<file path="src/hw/rtl/line_convolution_bad_mask_macros.svh">
// ----------------------------------------------------------------------------
// line_convolution_bad_mask_macros.svh
// Assertion macros for the line convolution RTL.
// ----------------------------------------------------------------------------
`ifndef LINE_CONVOLUTION_BAD_MASK_MACROS_SVH
`define LINE_CONVOLUTION_BAD_MASK_MACROS_SVH

`ifndef NO_ASSERTIONS

// same-cycle implication, clocked on aclk, off during reset
`define LCBM_ASSERT_IMPL(name, ante, cons) \
    name: assert property (@(posedge aclk) disable iff (!aresetn) (ante) |-> (cons)) \
        else $error("lcbm assertion failed");

// next-cycle implication, clocked on aclk, off during reset
`define LCBM_ASSERT_NEXT(name, ante, cons) \
    name: assert property (@(posedge aclk) disable iff (!aresetn) (ante) |=> (cons)) \
        else $error("lcbm assertion failed");

`else

`define LCBM_ASSERT_IMPL(name, ante, cons)
`define LCBM_ASSERT_NEXT(name, ante, cons)

`endif

`endif

</file>
<file path="src/hw/rtl/lcbm_pkg.sv">
// ----------------------------------------------------------------------------
// lcbm_pkg
// Constants and types of the line convolution block.
// ----------------------------------------------------------------------------
package lcbm_pkg;

    localparam int MAX_TAPS  = 101;
    localparam int SAMPLE_W  = 32;
    localparam int COEF_W    = 18;
    localparam int COEF_FRAC = 16;
    localparam int TAP_IDX_W = 7;
    localparam int KLEN_W    = 7;
    localparam int CNT_W     = 7;
    localparam int HALF_W    = $clog2((MAX_TAPS - 1) / 2 + 1);
    localparam int ROT_W     = $clog2(MAX_TAPS);

    localparam int PROD_W = SAMPLE_W + COEF_W;
    localparam int ACC_W  = PROD_W + $clog2(MAX_TAPS);
    localparam int RND_W  = ACC_W - COEF_FRAC;

    // input tdata layout, lowest field first
    localparam int TAP_IDX_LSB = 0;
    localparam int TAP_VAL_LSB = TAP_IDX_LSB + TAP_IDX_W;
    localparam int SAMPLE_LSB  = TAP_VAL_LSB + COEF_W;
    localparam int S_TDATA_W   = ((SAMPLE_LSB + SAMPLE_W + 7) / 8) * 8;
    localparam int M_TDATA_W   = ((SAMPLE_W + 7) / 8) * 8;

    // configuration port
    localparam int CFG_IDX_W  = 2;
    localparam int CFG_DATA_W = 32;

    localparam logic [CFG_IDX_W-1:0] REG_KERNEL_LENGTH = 2'd0;
    localparam logic [CFG_IDX_W-1:0] REG_BAD_ENABLE    = 2'd1;
    localparam logic [CFG_IDX_W-1:0] REG_BAD_VALUE     = 2'd2;

    localparam logic [KLEN_W-1:0] KLEN_RESET = 7'd3;

    // item kind carried in s_tuser
    localparam logic FUNC_TAP    = 1'b0;
    localparam logic FUNC_SAMPLE = 1'b1;

    // broadcast control for the ring of cells
    typedef struct packed {
        logic                 shift;   // push a new sample in at cell 0
        logic                 rotate;  // move samples and taps one cell around the ring
        logic                 clear;   // zero every sample (line end)
        logic                 tap_we;  // write one tap
        logic [TAP_IDX_W-1:0] tap_idx;
    } cell_ctrl_t;

endpackage

</file>
<file path="src/hw/rtl/lcbm_mac.sv">
// ----------------------------------------------------------------------------
// lcbm_mac
// Multiply-accumulate on the ring tail, then round to Q16.16 and saturate.
// ----------------------------------------------------------------------------
module lcbm_mac (
    input  logic                                 aclk,
    input  logic                                 clr,
    input  logic                                 en,
    input  logic signed [lcbm_pkg::SAMPLE_W-1:0] sample_in,
    input  logic signed [lcbm_pkg::COEF_W-1:0]   tap_in,
    output logic signed [lcbm_pkg::SAMPLE_W-1:0] smoothed,
    output logic                                 saturated
);

    logic signed [lcbm_pkg::PROD_W-1:0]  prod_reg;
    logic signed [lcbm_pkg::ACC_W-1:0]   acc_reg;
    logic signed [lcbm_pkg::ACC_W-1:0]   biased;
    logic signed [lcbm_pkg::RND_W-1:0]   rnd;
    logic [lcbm_pkg::RND_W-lcbm_pkg::SAMPLE_W:0] upper;
    logic                                fits;

    // products of taps outside the kernel enter as zero
    always_ff @(posedge aclk) begin
        if (en) begin
            prod_reg <= sample_in * tap_in;
        end else begin
            prod_reg <= '0;
        end
    end

    always_ff @(posedge aclk) begin
        if (clr) begin
            acc_reg <= '0;
        end else begin
            acc_reg <= acc_reg + lcbm_pkg::ACC_W'(prod_reg);
        end
    end

    // round half up, floor shift
    assign biased = acc_reg + (lcbm_pkg::ACC_W'(1) << (lcbm_pkg::COEF_FRAC - 1));
    assign rnd    = biased[lcbm_pkg::ACC_W-1:lcbm_pkg::COEF_FRAC];
    assign upper  = rnd[lcbm_pkg::RND_W-1:lcbm_pkg::SAMPLE_W-1];
    assign fits   = (&upper) || (~|upper);

    assign saturated = !fits;
    assign smoothed  = fits ? rnd[lcbm_pkg::SAMPLE_W-1:0]
                     : (rnd[lcbm_pkg::RND_W-1] ? {1'b1, {(lcbm_pkg::SAMPLE_W-1){1'b0}}}
                                               : {1'b0, {(lcbm_pkg::SAMPLE_W-1){1'b1}}});

endmodule
</file>
<file path="config.mk">
export PLATFORM = sky130hd
export DESIGN_NAME = lcbm_mac
export DESIGN_NICKNAME = d
export VERILOG_FILES = /design/src/hw/rtl/line_convolution_bad_mask_macros.svh /design/src/hw/rtl/lcbm_pkg.sv /design/src/hw/rtl/lcbm_mac.sv
export SDC_FILE = /design/constraint.sdc
export NUM_CORES = 2
export LEC_CHECK = 0
export BUFFER_PORTS_ARGS = -buffer_cell sky130_fd_sc_hd__buf_4
export CAP_MARGIN = 20
export CORE_MARGIN = 2
export CORE_UTILIZATION = 30
export DETAILED_ROUTE_END_ITERATION = 10
export GPL_TIMING_DRIVEN = 0
export PLACE_DENSITY_LB_ADDON = 0.2
export SETUP_SLACK_MARGIN = 0.02
export SLEW_MARGIN = 40
export SYNTH_ARGS = -nofsm -noshare
export SYNTH_HDL_FRONTEND = slang
export SYNTH_SLANG_ARGS = --single-unit
</file>
<file path="constraint.sdc">
create_clock -name aclk -period 9.4 [get_ports aclk]
set_clock_uncertainty 0.05 [all_clocks]
set_input_delay 1.41 -clock aclk [delete_from_list [all_inputs] [get_ports aclk]]
set_output_delay 1.41 -clock aclk [all_outputs]
set_load 0.02 [all_outputs]
</file>
==> flow_summary.json <==
{
  "outcome": "completed",
  "die_area_sq_um": 94070,
  "nFillCells": 9772,
  "fin_nets": 4079,
  "holdCritStartpoint": "acc_reg[0]",
  "grt_pass1_wl_um": 132800,
  "synth_cells": 3213,
  "std_cell_rows": 111,
  "synth_top_area_share_pct": 40.35,
  "critPathMaxFanout": 10,
  "insertion_delay_ps": 360,
  "grt_pass1_vias": 22020,
  "yosysUniqueCellTypes": 92,
  "wire_per_inst_um": 19.06,
  "die_h_um": 306.7,
  "core_sq_um": 91250,
  "cap_viol_max_count": 0,
  "synth_edf_count": 0,
  "syn-num-nets": 3998,
  "cts.sink_count": 107,
  "crit_start": "sample_in[16]",
  "max_freq_mhz": 119.3,
  "antenna_found_initial": 5,
  "largest_reg_flops": 57,
  "path_clk_slew_ps": 70,
  "synth_top_area_cell": "fa_1",
  "yosysMostFrequentCell": "inv_1",
  "worstSetupStartpointType": "input port",
  "yosys_most_used_dff": "dfxtp_1",
  "final_hold_viol_count": 0,
  "tightestPinTransition_ps": 933.8,
  "tns_ps": 0,
  "syn-cell-area_sq_um": 27490,
  "crit_type": "in -> reg",
  "hp-class": "reg -> reg",
  "root_buffer": "clkbuf_16",
  "grt-ovfl-total": 0,
  "final_layout_size_suffix_gt1_share_pct": 5.365,
  "crit_arrival_ps": 8550,
  "regArea_sq_um": 2142,
  "post-route-drc-count": 0,
  "io_buffers": 69,
  "start_util_pct": 30.13,
  "report.final.slew_viol_count": 0,
  "gp_congestion": 0.9097,
  "grt_usage_pct": 18.51,
  "hpwl_um": 73490,
  "worstPathRequired_ps": 9570,
  "rsz0062_at_grt": "false",
  "reg2reg_from": "acc_reg[15]",
  "multi_input_area_sq_um": 22200,
  "period_needed_ps": 8386,
  "via_per_inst": 4.645,
  "cts_tree": "yes",
  "reg2reg_slack_ps": 6140,
  "syn_to_final_growth_pct": 8.493,
  "synth.avg_cell_area_sq_um": 8.556,
  "drt_wl_total_um": 85520,
  "hold_buffers": 0,
  "synth.area.top_cells": "fa_1 40%, inv_1 8.9%, ha_1 8.1%, dfxtp_1 7.8%, nand2_1 5.7%",
  "cts_made_buffers": 9,
  "drtAntennaViolNets": 0,
  "async_flop_share_pct": 0,
  "drt_first_pass_iters": 7,
  "ctsLongestPathBuffers": 2,
  "synth_seq_area_share_pct": 7.792,
  "drt_iter0_drc": 1282,
  "htree_levels": 3,
  "io_pins": 86,
  "setup_viol": 0,
  "die_w_um": 306.7,
  "cts_resized": 0,
  "grt_max_degree": 20,
  "ys_ff_latch": 107,
  "relSlewSlack_pct": 37.75,
  "finalCritPeriodShare_pct": 89.21,
  "synthTopCellsByCount": "653 x inv_1, 554 x fa_1, 417 x nand2_1",
  "cts_setup_buffers": 0,
  "yosysWarnings": 0,
  "vias": 20840,
  "end_kind": "register"
}
[routing by layer]
layer	vias to the layer above	wire length (um)	global-route usage, %
met4	2	2215	4.503
met3	81	5100	2.646
li1	10030	-	-
met2	526	38030	29.54
met1	10210	40160	26.37
met5	-	12	0
[metrics by stage]
stage | utilization (%) | cell area [sq um] | cells | hold slack (ps) | worst slack [ps]
floorplan | - | 27490 | 3213 | 474.1 | 2168
global placement | 32.32 | 29490 | 4468 | 493.6 | 638.1
detailed placement | 32.33 | 29500 | 4468 | 513.8 | 657.3
CTS | 32.67 | 29810 | 4484 | 535.8 | 1034
global route | 32.68 | 29820 | 4485 | 580.8 | 547.7
finish | 32.68 | 29820 | 4487 | 526.0 | 1014
[placed cells by master (no fill, tap or decap), drive strengths merged, types with 9 or more instances in the layout]
master,instances
nor2,163
a211oi,19
a31oi,18
nor4,11
and2,237
a21oi,122
clkbuf,150
xor2,58
a21o,48
nor2b,12
inv,656
and3,18
nand3,36
fa,554
o21bai,22
nand2,418
nor3b,13
buf,90
o21a,9
nor3,32
dfxtp,107
nand2b,24
xnor2,60
ha,178
o21ai,105
a311oi,9
nand4,39
[cell families (layout without fill, tap and decap cells)]
family | Yosys count | count (layout) | share of synthesized area (%)
flops | 107 | 107 | 7.792
xor+xnor | 118 | 118 | 3.760
buf+inv | 815 | 901 | 11.47
simple gates | 1031 | 1031 | 18.50
compound gates | 404 | 404 | 9.795
other cells | 0 | 2 | 0
fa+ha+maj | 732 | 732 | 48.45
mux | 6 | 6 | 0.2367
[critical path, stage by stage]
cell	delay (ps)
clkbuf_1	530
clkbuf_1	550
nand2_1	160
fa_1	560
fa_1	480
fa_1	540
inv_1	60
fa_1	450
fa_1	520
inv_1	60
fa_1	640
inv_1	80
ha_1	280
clkbuf_1	320
nand4_1	220
nor3_1	210
o211ai_1	200
a21oi_1	260
nor4_1	110
nor3_2	360
nor3b_1	300
o21ai_1	80
nor3b_1	140
[final timing paths]
check | depth (start not counted) | to
max | 23 | prod_reg[41]
min | 2 | acc_reg[0]
max reg2reg | 11 | acc_reg[52]
min reg2reg | 2 | acc_reg[0]
[cell type report]
class / count / area share [%]
Multi-Input combinational cell: 2291 / 74.42
Inverter: 654 / 8.231
Sequential cell: 107 / 7.182
Tap cell: 1186 / 4.976
Buffer: 161 / 2.362
Timing Repair Buffer: 70 / 1.775
Clock buffer: 9 / 0.7552
Clock inverter: 7 / 0.2811
Antenna cell: 2 / 0.01678
Power is not shown: default switching activity piles up to over one toggle a cycle in this logic, so the estimate is an artifact.
